## src/rtl/dda_line_rasterizer_assert.svh

```systemverilog
// assertion macros used by the top-level rasterizer file
`ifndef DDA_LINE_RASTERIZER_ASSERT_SVH
`define DDA_LINE_RASTERIZER_ASSERT_SVH

// same-cycle implication, disabled during reset
`define DDA_ASSERT_NOW(label, ante, cons) \
  label: assert property (@(posedge clk) disable iff (rst) (ante) |-> (cons)) \
    else $error("dda line rasterizer: same-cycle check failed");

// next-cycle implication, disabled during reset
`define DDA_ASSERT_NEXT(label, ante, cons) \
  label: assert property (@(posedge clk) disable iff (rst) (ante) |=> (cons)) \
    else $error("dda line rasterizer: next-cycle check failed");

`endif

```

## src/rtl/dda_pkg.sv

```systemverilog
package dda_pkg;

  localparam int COORD_BITS = 12;
  localparam int FRAC_BITS  = 16;
  localparam int ACC_W      = COORD_BITS + FRAC_BITS;
  localparam int STEP_W     = FRAC_BITS + 2;
  localparam int DIFF_W     = COORD_BITS + 1;
  localparam int LEN_W      = COORD_BITS;
  localparam int QUO_W      = FRAC_BITS + 1;
  localparam int CNT_W      = $clog2(FRAC_BITS + 1);
  localparam int FIFO_DEPTH = 4;
  localparam int PTR_W      = $clog2(FIFO_DEPTH);
  localparam int FCNT_W     = $clog2(FIFO_DEPTH + 1);

  localparam logic OP_LOAD    = 1'b0;
  localparam logic OP_ADVANCE = 1'b1;

  typedef logic signed [COORD_BITS-1:0] coord_t;
  typedef logic signed [ACC_W-1:0]      acc_t;
  typedef logic signed [STEP_W-1:0]     step_t;
  typedef logic [LEN_W-1:0]             len_t;

  typedef struct packed {
    logic   operation;
    coord_t x_start;
    coord_t y_start;
    coord_t x_end;
    coord_t y_end;
  } in_item_t;

  typedef struct packed {
    coord_t pixel_x;
    coord_t pixel_y;
    logic   last_pixel;
    logic   idle_advance;
  } out_item_t;

  typedef enum logic {
    CMD_LOAD,
    CMD_ADVANCE
  } cmd_kind_t;

  // classified command as it sits in the queue
  typedef struct packed {
    cmd_kind_t kind;
    coord_t    x_start;
    coord_t    y_start;
    len_t      x_mag;
    len_t      y_mag;
    logic      x_neg;
    logic      y_neg;
    len_t      len;
    logic      zero_len;
  } cmd_t;

  typedef struct packed {
    logic full;
    logic empty;
  } fifo_status_t;

  typedef struct packed {
    logic pop;
    logic busy;
    logic line_active;
  } back_status_t;

  typedef enum logic {
    BACK_IDLE,
    BACK_DIVIDE
  } back_state_t;

  // fixed point to pixel, truncating toward zero
  function automatic coord_t to_pixel(acc_t acc);
    coord_t whole;
    logic   bump;
    whole = acc[ACC_W-1:FRAC_BITS];
    bump  = acc[ACC_W-1] & (|acc[FRAC_BITS-1:0]);
    return coord_t'(whole + {{(COORD_BITS-1){1'b0}}, bump});
  endfunction

endpackage

```

## src/rtl/dda_front.sv

```systemverilog
module dda_front
  import dda_pkg::*;
(
  input  logic         item_valid,
  input  in_item_t     item,
  input  fifo_status_t fifo_status,
  output logic         item_stall,
  output logic         push,
  output cmd_t         cmd
);

  logic signed [DIFF_W-1:0] dx;
  logic signed [DIFF_W-1:0] dy;
  logic signed [DIFF_W-1:0] dx_abs;
  logic signed [DIFF_W-1:0] dy_abs;
  len_t                     x_mag;
  len_t                     y_mag;

  // accept whenever the queue has room
  assign item_stall = fifo_status.full;
  assign push       = item_valid & ~fifo_status.full;

  // endpoint differences and their magnitudes
  always_comb begin
    dx     = DIFF_W'(item.x_end) - DIFF_W'(item.x_start);
    dy     = DIFF_W'(item.y_end) - DIFF_W'(item.y_start);
    dx_abs = dx[DIFF_W-1] ? -dx : dx;
    dy_abs = dy[DIFF_W-1] ? -dy : dy;
    x_mag  = dx_abs[LEN_W-1:0];
    y_mag  = dy_abs[LEN_W-1:0];
  end

  // classify into a queue command
  always_comb begin
    cmd.kind     = (item.operation == OP_ADVANCE) ? CMD_ADVANCE : CMD_LOAD;
    cmd.x_start  = item.x_start;
    cmd.y_start  = item.y_start;
    cmd.x_mag    = x_mag;
    cmd.y_mag    = y_mag;
    cmd.x_neg    = dx[DIFF_W-1];
    cmd.y_neg    = dy[DIFF_W-1];
    cmd.len      = (x_mag > y_mag) ? x_mag : y_mag;
    cmd.zero_len = (x_mag == '0) && (y_mag == '0);
  end

endmodule

```

## src/rtl/dda_fifo.sv

```systemverilog
module dda_fifo
  import dda_pkg::*;
(
  input  logic         clk,
  input  logic         rst,
  input  logic         push,
  input  cmd_t         push_cmd,
  input  logic         pop,
  output cmd_t         head_cmd,
  output fifo_status_t status
);

  cmd_t             entries [FIFO_DEPTH];
  logic [PTR_W-1:0] wr_ptr;
  logic [PTR_W-1:0] rd_ptr;
  logic [FCNT_W-1:0] count;

  assign head_cmd     = entries[rd_ptr];
  assign status.full  = (count == FCNT_W'(FIFO_DEPTH));
  assign status.empty = (count == '0);

  // storage write
  always_ff @(posedge clk) begin
    if (push) begin
      entries[wr_ptr] <= push_cmd;
    end
  end

  // pointers and fill count
  always_ff @(posedge clk) begin
    if (rst) begin
      wr_ptr <= '0;
      rd_ptr <= '0;
      count  <= '0;
    end else begin
      if (push) begin
        wr_ptr <= wr_ptr + PTR_W'(1);
      end
      if (pop) begin
        rd_ptr <= rd_ptr + PTR_W'(1);
      end
      if (push && !pop) begin
        count <= count + FCNT_W'(1);
      end else if (pop && !push) begin
        count <= count - FCNT_W'(1);
      end
    end
  end

endmodule

```

## src/rtl/dda_back.sv

```systemverilog
module dda_back
  import dda_pkg::*;
(
  input  logic         clk,
  input  logic         rst,
  input  cmd_t         cmd,
  input  fifo_status_t fifo_status,
  input  logic         result_stall,
  output logic         result_valid,
  output out_item_t    result,
  output back_status_t status
);

  back_state_t       state;
  back_state_t       state_next;
  logic              pop;

  acc_t              x_acc;
  acc_t              y_acc;
  step_t             x_step;
  step_t             y_step;
  len_t              steps_left;
  logic              line_active;

  len_t              div_len;
  len_t              x_rem;
  len_t              y_rem;
  logic [QUO_W-1:0]  x_quo;
  logic [QUO_W-1:0]  y_quo;
  logic              x_neg;
  logic              y_neg;
  logic [CNT_W-1:0]  div_count;

  acc_t              x_acc_sum;
  acc_t              y_acc_sum;
  logic [LEN_W:0]    x_shift;
  logic [LEN_W:0]    y_shift;
  logic              x_bit;
  logic              y_bit;
  logic              x_first;
  logic              y_first;

  // next state
  always_comb begin
    state_next = state;
    unique case (state)
      BACK_IDLE: begin
        if (pop && cmd.kind == CMD_LOAD && !cmd.zero_len) begin
          state_next = BACK_DIVIDE;
        end
      end
      BACK_DIVIDE: begin
        if (div_count == '0) begin
          state_next = BACK_IDLE;
        end
      end
      default: state_next = BACK_IDLE;
    endcase
  end

  // take a command when idle and the result slot frees up
  always_comb begin
    pop = 1'b0;
    unique case (state)
      BACK_IDLE:   pop = !fifo_status.empty && (!result_valid || !result_stall);
      BACK_DIVIDE: pop = 1'b0;
      default:     pop = 1'b0;
    endcase
  end

  assign status.pop         = pop;
  assign status.busy        = (state == BACK_DIVIDE);
  assign status.line_active = line_active;

  // stepping adders
  always_comb begin
    x_acc_sum = x_acc + {{(ACC_W-STEP_W){x_step[STEP_W-1]}}, x_step};
    y_acc_sum = y_acc + {{(ACC_W-STEP_W){y_step[STEP_W-1]}}, y_step};
  end

  // one restoring division step per lane
  always_comb begin
    x_shift = {x_rem, 1'b0};
    y_shift = {y_rem, 1'b0};
    x_bit   = (x_shift >= {1'b0, div_len});
    y_bit   = (y_shift >= {1'b0, div_len});
    x_first = (cmd.x_mag >= cmd.len);
    y_first = (cmd.y_mag >= cmd.len);
  end

  always_ff @(posedge clk) begin
    if (rst) begin
      state <= BACK_IDLE;
    end else begin
      state <= state_next;
    end
  end

  // result register
  always_ff @(posedge clk) begin
    if (rst) begin
      result_valid <= 1'b0;
    end else if (pop) begin
      result_valid <= 1'b1;
    end else if (!result_stall) begin
      result_valid <= 1'b0;
    end
  end

  // line state, divider and result payload
  always_ff @(posedge clk) begin
    if (rst) begin
      x_acc       <= '0;
      y_acc       <= '0;
      x_step      <= '0;
      y_step      <= '0;
      steps_left  <= '0;
      line_active <= 1'b0;
      div_count   <= '0;
    end else if (state == BACK_DIVIDE) begin
      if (div_count == '0) begin
        // apply signs and arm the line
        x_step      <= x_neg ? -step_t'({1'b0, x_quo}) : step_t'({1'b0, x_quo});
        y_step      <= y_neg ? -step_t'({1'b0, y_quo}) : step_t'({1'b0, y_quo});
        line_active <= 1'b1;
      end else begin
        x_rem     <= x_bit ? LEN_W'(x_shift - {1'b0, div_len}) : x_shift[LEN_W-1:0];
        y_rem     <= y_bit ? LEN_W'(y_shift - {1'b0, div_len}) : y_shift[LEN_W-1:0];
        x_quo     <= {x_quo[QUO_W-2:0], x_bit};
        y_quo     <= {y_quo[QUO_W-2:0], y_bit};
        div_count <= div_count - CNT_W'(1);
      end
    end else if (pop) begin
      unique case (cmd.kind)
        CMD_LOAD: begin
          x_acc          <= {cmd.x_start, {FRAC_BITS{1'b0}}};
          y_acc          <= {cmd.y_start, {FRAC_BITS{1'b0}}};
          result.pixel_x      <= cmd.x_start;
          result.pixel_y      <= cmd.y_start;
          result.last_pixel   <= cmd.zero_len;
          result.idle_advance <= 1'b0;
          x_step         <= '0;
          y_step         <= '0;
          steps_left     <= cmd.len;
          line_active    <= 1'b0;
          // integer quotient bit first, then the fraction bits
          div_len        <= cmd.len;
          x_neg          <= cmd.x_neg;
          y_neg          <= cmd.y_neg;
          x_rem          <= x_first ? cmd.x_mag - cmd.len : cmd.x_mag;
          y_rem          <= y_first ? cmd.y_mag - cmd.len : cmd.y_mag;
          x_quo          <= {{(QUO_W-1){1'b0}}, x_first};
          y_quo          <= {{(QUO_W-1){1'b0}}, y_first};
          div_count      <= CNT_W'(FRAC_BITS);
        end
        CMD_ADVANCE: begin
          if (line_active) begin
            x_acc               <= x_acc_sum;
            y_acc               <= y_acc_sum;
            steps_left          <= steps_left - LEN_W'(1);
            result.pixel_x      <= to_pixel(x_acc_sum);
            result.pixel_y      <= to_pixel(y_acc_sum);
            result.last_pixel   <= (steps_left == LEN_W'(1));
            result.idle_advance <= 1'b0;
            if (steps_left == LEN_W'(1)) begin
              line_active <= 1'b0;
            end
          end else begin
            result.pixel_x      <= '0;
            result.pixel_y      <= '0;
            result.last_pixel   <= 1'b0;
            result.idle_advance <= 1'b1;
          end
        end
        default: begin
          line_active <= 1'b0;
        end
      endcase
    end
  end

endmodule

```

## src/rtl/dda_line_rasterizer.sv

```systemverilog
// DDA line rasterizer.
// Input channel item_valid / item_stall / item: operation 0 loads a line from
// (x_start, y_start) to (x_end, y_end), operation 1 advances one pixel.
// Output channel result_valid / result_stall / result: one result per item,
// with the pixel, a last_pixel flag and an idle_advance flag for an advance
// with no line in progress.
// Items enter a four-entry command queue; with the queue empty and the
// output free, an item goes through the queue, then the result register.
// Advances complete at one per cycle while the result is not stalled. A load
// holds the back end while it emits the start pixel, runs the restoring
// divider (an x lane and a y lane, one bit per cycle) that forms the x and y
// increments, then applies signs. Zero-length loads skip the divider.
// item_stall rises when the queue is full. A stall on the result holds the
// output register; the queue keeps taking items until it fills.
// Synchronous reset empties the queue, drops any line and clears result_valid.
module dda_line_rasterizer
  import dda_pkg::*;
(
  input  logic      clk,
  input  logic      rst,
  input  logic      item_valid,
  output logic      item_stall,
  input  in_item_t  item,
  output logic      result_valid,
  input  logic      result_stall,
  output out_item_t result
);

`include "dda_line_rasterizer_assert.svh"

  logic         push;
  cmd_t         push_cmd;
  cmd_t         head_cmd;
  fifo_status_t fifo_status;
  back_status_t back_status;

  // classify incoming items
  dda_front u_front (
    .item_valid  (item_valid),
    .item        (item),
    .fifo_status (fifo_status),
    .item_stall  (item_stall),
    .push        (push),
    .cmd         (push_cmd)
  );

  // command queue
  dda_fifo u_fifo (
    .clk      (clk),
    .rst      (rst),
    .push     (push),
    .push_cmd (push_cmd),
    .pop      (back_status.pop),
    .head_cmd (head_cmd),
    .status   (fifo_status)
  );

  // divider, stepping and result register
  dda_back u_back (
    .clk          (clk),
    .rst          (rst),
    .cmd          (head_cmd),
    .fifo_status  (fifo_status),
    .result_stall (result_stall),
    .result_valid (result_valid),
    .result       (result),
    .status       (back_status)
  );

  // checks
  `DDA_ASSERT_NOW(a_pop_not_empty, back_status.pop, !fifo_status.empty)
  `DDA_ASSERT_NOW(a_no_pop_while_dividing, back_status.busy, !back_status.pop)
  `DDA_ASSERT_NOW(a_divide_ends_active, $fell(back_status.busy), back_status.line_active)
  `DDA_ASSERT_NEXT(a_pop_gives_result, back_status.pop, result_valid)

endmodule

```

## config.mk

```make
export PLATFORM = sky130hd
export DESIGN_NAME = dda_line_rasterizer
export DESIGN_NICKNAME = d
export VERILOG_FILES = /design/src/rtl/dda_pkg.sv /design/src/rtl/dda_front.sv /design/src/rtl/dda_fifo.sv /design/src/rtl/dda_back.sv /design/src/rtl/dda_line_rasterizer.sv
export VERILOG_INCLUDE_DIRS = /design/src /design/src/rtl
export SDC_FILE = /design/constraint.sdc
export NUM_CORES = 1
export LEC_CHECK = 0
export ABC_CLOCK_PERIOD_IN_PS = 16100
export BUFFER_PORTS_ARGS = -buffer_cell sky130_fd_sc_hd__clkbuf_2
export CAP_MARGIN = 20
export CORE_AREA = 2 2 212 214
export DETAILED_ROUTE_END_ITERATION = 10
export DIE_AREA = 0 0 214 216
export HOLD_SLACK_MARGIN = 0.15
export PLACE_DENSITY = 0.77
export SLEW_MARGIN = 40
export SYNTH_ARGS = -nofsm -noshare
export SYNTH_HDL_FRONTEND = slang
export SYNTH_SLANG_ARGS = --single-unit
```

## constraint.sdc

```tcl
create_clock -name clk -period 16.1 [get_ports clk]
set_input_delay 2.415 -clock clk [delete_from_list [all_inputs] [get_ports clk]]
set_output_delay 2.415 -clock clk [all_outputs]
set_load 0.1 [all_outputs]
```

### Yosys cells after proc, flatten, opt, wreduce, memory -nomap -nowiden

Memory sizes are Yosys's and may differ from the RTL's. A register that Yosys moved wholly into a read port is not among the register bits.
Cells that the tools add are included.

| word-level totals | value |
|---|---|
| register bits | 217 |
| RAM bits | 256 |
| bits of input ports | 53 |
| output and inout bits | 28 |
| memories | 1 |

| cells by class | value |
|---|---|
| add/sub/neg operators | 20 |
| order comparisons | 5 |
| equal/unequal tests | 7 |
| mux-type cells | 62 |
| bitwise operators | 7 |
| reduce and logical (&&, ||, !) cells | 28 |

Memory list:

| name | depth | width | rd ports | clocked after memory_dff | wr ports | line | RTL |
|---|---|---|---|---|---|---|---|
| u_fifo.entries | 4 | 64 | 1 | 1 | 1 | dda_fifo.sv:13 | `cmd_t entries [FIFO_DEPTH];` |

Operator list:

| kind | number |
|---|---|
| two-way mux 12 bit | 16 |
| two-way mux 18 bit | 8 |
| two-way mux 17 bit | 8 |
| case mux 28 bit (2 select lines) | 2 |
| adder 28 bit | 2 |
| two-way mux 28 bit | 2 |
| case mux 26 bit (2 select lines) | 1 |
| subtractor 12 bit | 4 |
| negator 17 -> 18 bit | 2 |
| OR reduction 16 bit | 2 |
| greater-or-equal comparator 13 x 12 -> 1 bit | 2 |
| two-way mux 26 bit | 1 |
| subtractor 12 x 12 -> 13 bit | 2 |
| adder 12 x 1 -> 12 bit | 2 |
| greater-or-equal comparator 12 bit | 2 |
| zero test 12 bit | 2 |
| negator 12 bit | 2 |
| case mux 12 bit (2 select lines) | 1 |
| two-way mux 5 bit | 4 |
| == test 12 x 1 -> 1 bit, second input constant | 1 |
| greater-than comparator 12 bit | 1 |
| two-way mux 1 bit | 12 |
| AND reduction 3 bit | 4 |
| subtractor 12 x 1 -> 12 bit, second input constant | 1 |
| 20 further kinds | 45 |

### Longest topological paths before layout

Gate-level depths: netlist of the first run.

| logic depth | value |
|---|---|
| depth in word-level cells | 8 |
| mapped depth | 23 |
| mapped depth without buffers | 21 |

### Cells and area by module

Synthesis of the first run repeated with hierarchy kept, for this count alone.

| unflattened totals | value |
|---|---|
| cell total of the unflattened synthesis | 2422 |
| area, all modules | 27178.6 um^2 |

By module, submodules not included:

| module | instances | cells an instance | area each (um^2) | sequential area each (um^2) |
|---|---|---|---|---|
| dda_back | 1 | 1660 | 14767.9 | 5185.0 |
| dda_fifo | 1 | 378 | 9739.3 | 7867.5 |
| dda_front | 1 | 384 | 2671.3 | 0.0 |

### Worst setup path after synthesis of the first run

Ideal clock, no wire load.

| timing | value |
|---|---|
| path type | input -> register |
| start point | input port rst |
| end point | register u_back.x_quo[0], enable pin |
| library setup time | 0.554 ns |
| data arrival time | 6.713 ns |
| required time | 15.546 ns |
| slack | 8.833 ns |
| stages on the path | 2 |
| cells stage by stage | clkbuf_1 > o21ai_0 |

| between the ends | value |
|---|---|
| cells in the longest elaborated chain, start to end | 2 |

Ends and longest elaborated chain:

| what | line | RTL |
|---|---|---|
| start: declaration | dda_line_rasterizer.sv:20 | `input logic rst,` |
| inverter 1 bit (no source line) | n/a |  |
| AND reduction 4 bit (no source line) | n/a |  |
| end signal: assignment | dda_back.sv:129 | `x_quo <= {x_quo[QUO_W-2:0], x_bit};` |
| end signal: assignment | dda_back.sv:152 | `x_quo <= {{(QUO_W-1){1'b0}}, x_first};` |
| end: declaration | dda_back.sv:28 | `logic [QUO_W-1:0] x_quo;` |

No other way between the ends.
A chain may end at the register's enable or synchronous reset.

==> run metrics, run 1 <==
most common cell after layout, fill and taps aside=edfxtp_1; post-CTS setup buffer count=0; hold-fix buffers at CTS=0; final setup TNS=0 ns; Psw=2180 uW; Top FF cell, synth=edfxtp_1; Yosys Warn Count=0; HPWL after DPL=42500 um; final hold violations=0; die height=216 um; slew at the pin closest to its max-slew limit=0.812 ns; skew final=0.0175 ns; Fmax achieved=142 MHz; remaining global-route overflow=0; Min-Delay Path Class=flop to flop; Yosys top cell area share=40.9%; Slew HR=45.5%; share of total power in combinational logic=45.0%; sequential area share after synthesis=50.2%; ANT cells=0; Int Pwr=3280 uW; Max-cap violations=0; Sequential Power Share=32.9%; #FFs+latches synth=475; Slew Limit Fails=0; Crit. End Element=flop; outcome=finished, final reports clean; Final GP Congestion=0.954; DIE AREA=0.0462 mm2; H-tree depth=2; number of synthesized flops with an enable pin=354; clk slew on worst S/H paths=0.06 ns; WS Path Type=input port to flop; Crit Path Max Fanout=18; wire per inst=20.2 um; crit-path max cell delay=0.68 ns; 1st-pass router iterations=6; Post-Syn Area=0.0260 mm2; number of global-route vias before repair=18400; antenna-violating nets left=0; final-report setup violation count=0; pwr dens=189 mW/mm2; routed via count=18600; RSZ-0062 raised after global routing=false; cell taking the most area after synthesis=edfxtp_1; syn nets=2539; worst-case clock buffer depth=3; IO Pins=81; slowest stage cell on the critical path=o21ai_1; average size of a mapped cell=11.2 um2; Startpoint Class=input port; Worst Path Arrival=7.40 ns; CORE AREA=0.0438 mm2; hold path depth=2; Total GRT Usage=26.5%; cell mode on critical path=o21ai_0; initial antenna violation count=1; worst hold endpoint=u_back.y_acc[3]; Port Buf Inserts=80; vias per cell=6.17; FF-to-FF End=u_back.y_rem[2]; clk_lat worst skew=0.59 ns; R2R setup slack=10.91 ns; Final Critical Period=7.05 ns; Tcrit/Tclk final=43.8%; placement row count=77; Synth cell types=89; Worst Reg-to-Reg Cells=16; nets@finish=2600; area delta synth->final=11.0%; WP buf/inv=3; total wire length=61000 um; CTS tree=built; Synth area leaders=edfxtp_1, dfxtp_1, ha_1, mux4_2, xnor2_1; min-delay src=u_back.y_acc[3]; clock network fraction of total power=22.1%; Initial Utilization=59.3%; sw frac=39.9%; worst path cell trace=clkbuf_2 > ha_1 > fa_1 > nor2b_1 > o21ai_0 > a21boi_0 > o21ai_0 > o21ai_1 > inv_1 > o21ai_0 > xor2_1 > ha_1 > a21o_1 > a21o_1 > a21oi_1 > nor2_1 > a2111oi_0 > nor2_1 > buf_4 > o21ai_0; Setup WS pre-CTS=8.54 ns; hold_ws=0.496 ns; Largest delay share family, worst path=compound AO/OA/AOI/OAI gates; largest net degree at the start of global routing=75; Power Total=5460 uW; CTS sink cnt=475; global-route wire length before repair=97900 um; final setup margin=9.05 ns; peak supply drop=107 uV; CTS Buf Count=49; post_cts resized=0; # DRC=0; Syn Inst Count=2322; worst path required time=16.45 ns; share of cells above drive strength 1=12.5%; Static Leakage=0.0110 uW; Post-synth ARST share=0%; root buf cell=clkbuf_16; most frequent cells in the layout=edfxtp_1, nor2_1, ha_1; chip width=214 um; initial DRC count=1741
-- logic make-up after synthesis --
family / after synthesis / share of synthesized area (%)
and+or+nand+nor: 626 / 11.5
DFF: 475 / 50.2
AOI/OAI and AO/OA: 579 / 14.7
muxes: 97 / 6.59
buffers and inverters: 214 / 3.11
xor gates and xnor gates: 167 / 5.63
adders and majority gates: 164 / 8.16
-- layer usage --
layer  share of wire [%]  vias to the layer above  track usage, %
li1                    -                     8776               -
met1                  43                     9062            35.4
met5                   0                        -               0
met2                  48                      626            44.0
met4                 3.5                        0            10.0
met3                 5.7                      138            3.99
-- worst min-delay path, stage by stage (launching register included) --
cell and delay [ns]:
dfxtp_1 0.33, a2bb2oi_1 0.06, nor2_1 0.07
-- cell usage after synthesis (20+ instances only) --
library cell	count
edfxtp_1	354
nor2_1	208
ha_1	155
nand2_1	154
a21oi_1	139
o21ai_0	130
dfxtp_1	121
inv_1	121
xnor2_1	110
clkbuf_1	79
a22oi_1	70
mux4_2	58
xor2_1	57
and2_1	53
a21o_1	49
nor3_1	44
a211oi_1	36
nand3_1	29
mux2i_1	27
nand2b_1	23
nor2b_1	22
nand4_1	20
-- worst max-delay path by stage --
stage	start	endpoint	slack [ns]	cells past startpoint
after CTS	item[24]	u_fifo.entries[2][2]	9.15	19
final	item[24]	u_fifo.entries[1][2]	9.05	20
after global routing	item[24]	u_fifo.entries[1][2]	8.59	20
after floorplan	rst	u_back.x_quo[0]	8.83	2
after global placement	item[0]	u_fifo.entries[0][6]	8.51	21
after detailed placement	item[24]	u_fifo.entries[0][2]	8.54	19
-- registers in the layout, summed over array words and instances, names as in the netlist, named ones only --
register	flops
u_back.result	26
u_back.y_quo	17
u_back.x_rem	12
u_back.steps_left	12
u_back.y_neg	1
u_back.x_neg	1
u_fifo.rd_ptr	2
u_fifo.wr_ptr	2
u_fifo.count	3
u_back.x_quo	17
u_fifo.entries	256
u_back.div_len	12
u_back.result_valid	1
u_back.x_acc	28
u_back.x_step	18
u_back.line_active	1
u_back.y_step	18
u_back.y_acc	28
u_back.div_count	5
u_back.y_rem	12
u_back.state	1
-- power groups by stage --
stage	clock network (uW)	logic [uW]	registers, uW
finish	1210	2460	1800
global route	1270	2690	1820
CTS	1220	2430	1800
global placement	0	2330	1810
floorplan	0	1690	1910
detailed placement	0	2410	1820
-- metrics by stage --
stage | area (um2) | instances | util (%)
final | 28800 | 3016 | 65.8
after global routing | 28800 | 3016 | 65.8
after CTS | 28800 | 3016 | 65.7
after detailed placement | 27100 | 2924 | 61.7
after global placement | 27000 | 2923 | 61.6
after floorplan | 26000 | 2322 | -
-- final cells by class --
| class | instances | area [um2] |
|---|---|---|
| inverters | 121 | 454 |
| well taps | 592 | 741 |
| repair buffers | 103 | 607 |
| multi-input cells | 1633 | 12200 |
| clock inverters | 28 | 357 |
| flip-flops and latches | 475 | 13100 |
| clock buffers | 64 | 1400 |
| fillers | 3312 | 15000 |
No activity file was read; power rests on OpenSTA's default activity.
==> run 2, diff against run 1 <==
Settings changed: ABC_CLOCK_PERIOD_IN_PS 16100 to 5700, CORE_AREA 2 2 212 214 to 2 2 217 219, DIE_AREA 0 0 214 216 to 0 0 219 221.
Clock period 16.1 ns to 5.7 ns, I/O delays scaled along.
==> run metrics, run 2 (synthesis gave the netlist of run 1 again) <==
# fillers=3539; Metal-1 WL=27200 um; Setup WS pre-CTS=-0.0761 ns; Sequential cell area=0.0131 mm2; Crit. End Element=flop; largest net degree at the start of global routing=83; placement row count=79; Tcrit/Tclk final=91.3%; final cell count without fillers=3059; Min-Delay Path Class=input port to flop; initial antenna violation count=0; outcome=finished, final reports clean; peak supply drop=333 uV; WS Path Type=input port to flop; Reg-to-Reg Start=u_back.y_step[17]; Worst Reg-to-Reg Cells=16; CTS sink cnt=475; flip-flop count of the largest register after layout=256; area delta synth->final=11.4%; post-CTS setup buffer count=0; Final GP Congestion=0.893; ANT cells=0; Static Leakage=0.0111 uW; Crit Path Max Fanout=18; nets@finish=2627; DR top layer=met4; 1st-pass router iterations=6; met3 wire length=3170 um; Top Registers=u_fifo.entries: 256 flops, u_back.x_acc: 28 flops, u_back.y_acc: 28 flops; most common cell after layout, fill and taps aside=edfxtp_1; # DRC=0; Slew Limit Fails=0; global-route wire length before repair=98200 um; min-delay src=item[48]; RSZ-0062 raised after global routing=false; Biggest register=u_fifo.entries; Met2 Wirelength=29600 um; H-tree depth=2; total wire length=61900 um; root buf cell=clkbuf_16; Final Critical Period=5.21 ns; Startpoint Class=input port; routed via count=18700; Worst Path Arrival=5.56 ns; die height=221 um; CTS Buf Count=50; post_cts resized=0; share of cells above drive strength 1=13.2%; Port Buf Inserts=80; most frequent cells in the layout=edfxtp_1, nor2_1, ha_1; slew at the pin closest to its max-slew limit=0.819 ns; Fmax achieved=192 MHz; worst-case clock buffer depth=3; clk_lat worst skew=0.60 ns; remaining global-route overflow=0; number of global-route vias before repair=18300; multi-input logic area=0.0122 mm2; DP Cell Count=2964; wire per inst=20.2 um; Initial Utilization=56.4%; chip width=219 um; initial DRC count=1644; CTS tree=built; skew final=0.0229 ns; final-report setup violation count=0; hold path depth=1; vias per cell=6.12; clk slew on worst S/H paths=0.06 ns; antenna-violating nets left=0; Total GRT Usage=25.7%; DIE AREA=0.0484 mm2; final hold violations=0; CORE AREA=0.0461 mm2; final setup margin=0.494 ns; worst hold endpoint=u_fifo.entries[3][63]; R2R setup slack=1.00 ns; HPWL after DPL=43200 um; Slew HR=45.4%; Max-cap violations=0; FF-to-FF End=u_back.result[13]; hold-fix buffers at CTS=0; worst path required time=6.06 ns; IO Pins=81; pwr dens=531 mW/mm2
run 2: cell count changes in the layout (fill, tap and decap cells not counted), sizes merged:
cell      delta
inv          +4
clkinv       -5
clkinvlp     +1
clkbuf       +6
bufinv       -4
buf         +26
run 2: worst max-delay path by stage:
| stage | startpoint | to | cells past startpoint |
|---|---|---|---|
| 6_report | item[36] | u_fifo.entries[2][10] | 21 |
| 5_1_grt | item[36] | u_fifo.entries[0][2] | 21 |
| 4_1_cts | item[36] | u_fifo.entries[0][2] | 21 |
| 3_5_place_dp | item[36] | u_fifo.entries[1][11] | 21 |
| 3_3_place_gp | item[36] | u_fifo.entries[0][6] | 21 |
| 2_1_floorplan | result_stall | u_back.x_quo[0] | 6 |
run 2: per-stage QoR:
stage	total power [uW]	util, %	area [um2]	setup TNS [ns]	hold slack (ns)
after detailed placement	12000	59.2	27200	-2.32	0.479
final	15400	62.8	28900	0	0.490
after CTS	15300	62.7	28900	0	0.466
after global placement	11800	59.1	27200	0	0.455
after floorplan	10200	-	26000	0	0.444
after global routing	16200	62.8	28900	0	0.477
run 2: final cells by class:
type	instances	share of cell area, %
sequential	475	45.1
multi-input combinational	1633	42.2
clock buffer	70	4.83
timing repair buffer	129	2.79
tap	607	2.63
inverter	121	1.57
clock inverter	24	0.852
run 2: metal layers:
layer / track usage [%] / up-vias
met2: 41.9 / 613
li1: - / 8848
met5: 0 / -
met1: 35.3 / 9135
met3: 3.46 / 120
met4: 8.81 / 0
run 2: report_power, final:
group / internal (uW) / switching, uW
combinational: 2630 / 4420
clock: 1870 / 1390
sequential: 4680 / 364
total: 9180 / 6180
run 2: critical path, cell delays in order:
cell	delay (ns)
clkbuf_2	0.14
ha_1	0.23
fa_1	0.40
nor2b_1	0.13
o21a_1	0.16
o21ai_0	0.12
a311oi_1	0.35
xor2_1	0.13
or4_1	0.45
or2_0	0.25
o31ai_1	0.31
o32a_1	0.19
a21o_1	0.19
inv_1	0.11
ha_1	0.30
nand4_1	0.13
nor2_1	0.06
a2111oi_0	0.38
nor2_1	0.13
buf_12	0.17
o21ai_0	0.35
==> run 3, diff against run 2 <==
Settings changed: REMOVE_ABC_BUFFERS set to 1.
==> run metrics, run 3 (synthesis gave the netlist of run 1 again) <==
outcome=finished, final reports clean; total wire length=61300 um; Top Registers=u_fifo.entries: 256 flops, u_back.x_acc: 28 flops, u_back.y_acc: 28 flops; Power Total=15400 uW; clk slew on worst S/H paths=0.06 ns; flip-flop count of the largest register after layout=256; ANT cells=0; Initial Utilization=56.4%; Reg-to-Reg Start=u_back.y_step[17]; IO Pins=81; met2 usage=40.5%; chip width=219 um; initial antenna violation count=0; DIE AREA=0.0484 mm2; final setup margin=0.519 ns; WS Path Type=input port to flop; 1st-pass router iterations=6; H-tree depth=2; Port Buf Inserts=80; routed via count=18800; crit-path max cell delay=0.49 ns; root buf cell=clkbuf_16; number of global-route vias before repair=18200; Tcrit/Tclk final=90.9%; Slew Limit Fails=0; Worst Path Arrival=5.54 ns; Area after DPL=0.0274 mm2; hold path depth=1; worst-case clock buffer depth=3; Worst Reg-to-Reg Cells=16; skew final=0.0216 ns; Min-Delay Path Class=input port to flop; final-report setup violation count=0; most common cell after layout, fill and taps aside=edfxtp_1; post-route cell area=0.0291 mm2; initial DRC count=1768; Sequential Power Share=32.8%; worst hold endpoint=u_fifo.entries[3][63]; largest net degree at the start of global routing=83; die height=221 um; hold-fix buffers at CTS=0; Startpoint Class=input port; RSZ-0062 raised after global routing=false; share of cells above drive strength 1=13.6%; Max-cap violations=0; Biggest register=u_fifo.entries; share of total power in combinational logic=46.1%; remaining global-route overflow=0; worst path cell trace=clkbuf_2 > inv_1 > ha_1 > fa_1 > nor2b_1 > o21a_1 > o21ai_0 > a311oi_1 > xor2_1 > or4_1 > or2_0 > o31ai_1 > o32a_1 > a21o_1 > inv_1 > ha_1 > nand4_1 > nor2_1 > a2111oi_0 > nor2_2 > buf_12 > o21ai_0; nets@finish=2648; global-route wire length before repair=97300 um; slowest stage cell on the critical path=a2111oi_0; CTS tree=built; clk_lat worst skew=0.60 ns; FF-to-FF End=u_back.result[12]; # fillers=3589; HPWL after DPL=42800 um; peak supply drop=271 uV; min-delay src=item[48]; Fmax achieved=193 MHz; clock network fraction of total power=21.1%; CTS sink cnt=475; Setup WS pre-CTS=-0.207 ns; vias per cell=6.12; CTS Buf Count=51; GR Util met1=35.1%; Final Critical Period=5.18 ns; Static Leakage=0.0112 uW; CORE AREA=0.0461 mm2; Crit Path Max Fanout=17; Psw=6160 uW; R2R setup slack=1.01 ns; final hold violations=0; antenna-violating nets left=0; Top Usage Layer GRT=met2; Total GRT Usage=25.2%; most frequent cells in the layout=edfxtp_1, nor2_1, ha_1; routing usage on met3=4.33%; Final GP Congestion=0.914; Slew HR=38.9%; sw frac=40.1%; pwr dens=529 mW/mm2; Crit. End Element=flop; wire per inst=19.9 um; worst path required time=6.05 ns; share of the core filled with cells=63.1%; Int Pwr=9210 uW; # DRC=0; placement row count=79; slew at the pin closest to its max-slew limit=0.910 ns; area delta synth->final=11.9%
-- run 3: cell count changes in the layout (fill, tap and decap cells not counted), sizes merged --
| cell | delta |
|---|---|
| buf | +20 |
| bufinv | +2 |
| clkbuf | -9 |
| clkinv | +11 |
| clkinvlp | -3 |
| inv | -3 |
-- run 3: power by group through the flow --
stage,registers [uW],clock network (uW),logic (uW)
after floorplan,5530,0,4590
after global placement,5060,0,6640
after detailed placement,5100,0,6910
after CTS,5030,3290,6970
after global routing,5100,3410,7780
final,5040,3250,7080
-- run 3: how the worst max path moves through the flow --
stage	start	end	slack, ns	cells past startpoint
after CTS	item[12]	u_fifo.entries[3][11]	0.39	21
final	item[12]	u_fifo.entries[2][2]	0.52	22
after global routing	item[12]	u_fifo.entries[3][10]	0.16	22
after detailed placement	item[12]	u_fifo.entries[2][11]	-0.21	21
after global placement	item[12]	u_fifo.entries[2][3]	-0.36	21
after floorplan	flop	u_back.steps_left[10]	-2.36	4
-- run 3: per-stage QoR --
stage	TNS, ns	cells	hold WS (ns)
2_1_floorplan	-249.67	2229	0.438
3_3_place_gp	-14.70	2981	0.458
3_5_place_dp	-6.65	2982	0.473
4_1_cts	0	3074	0.465
5_1_grt	0	3077	0.479
6_report	0	3077	0.491
-- run 3: final cells by class --
cell class / count / area (um2) / share of cell area, %
clock buffers: 61 / 1320 / 4.55
clock inverters: 31 / 295 / 1.02
inverters: 121 / 454 / 1.56
multi-input cells: 1633 / 12200 / 42.0
flip-flops and latches: 475 / 13100 / 44.9
well taps: 607 / 759 / 2.61
repair buffers: 149 / 968 / 3.33
-- run 3: timing repair --
item | in CTS | in global routing
endpoints found under the setup margin | 0 | 15
resized for setup | 0 | 0
buffers inserted | 0 | 1
-- run 3: critical path, delay by kind of cell --
kind                       cells  cell delay [ns]
xor gates and xnor gates       1             0.13
AOI/OAI and AO/OA              8             2.08
and+or+nand+nor                6             1.19
buffers and inverters          4             0.37
adders and majority gates      3             0.90
-- run 3: per-layer routing --
metal | wire, um | vias to the layer above
li1 | - | 8877
met1 | 26400 | 9141
met2 | 28700 | 690
met3 | 4500 | 113
met4 | 1610 | 0
met5 | 0 | -
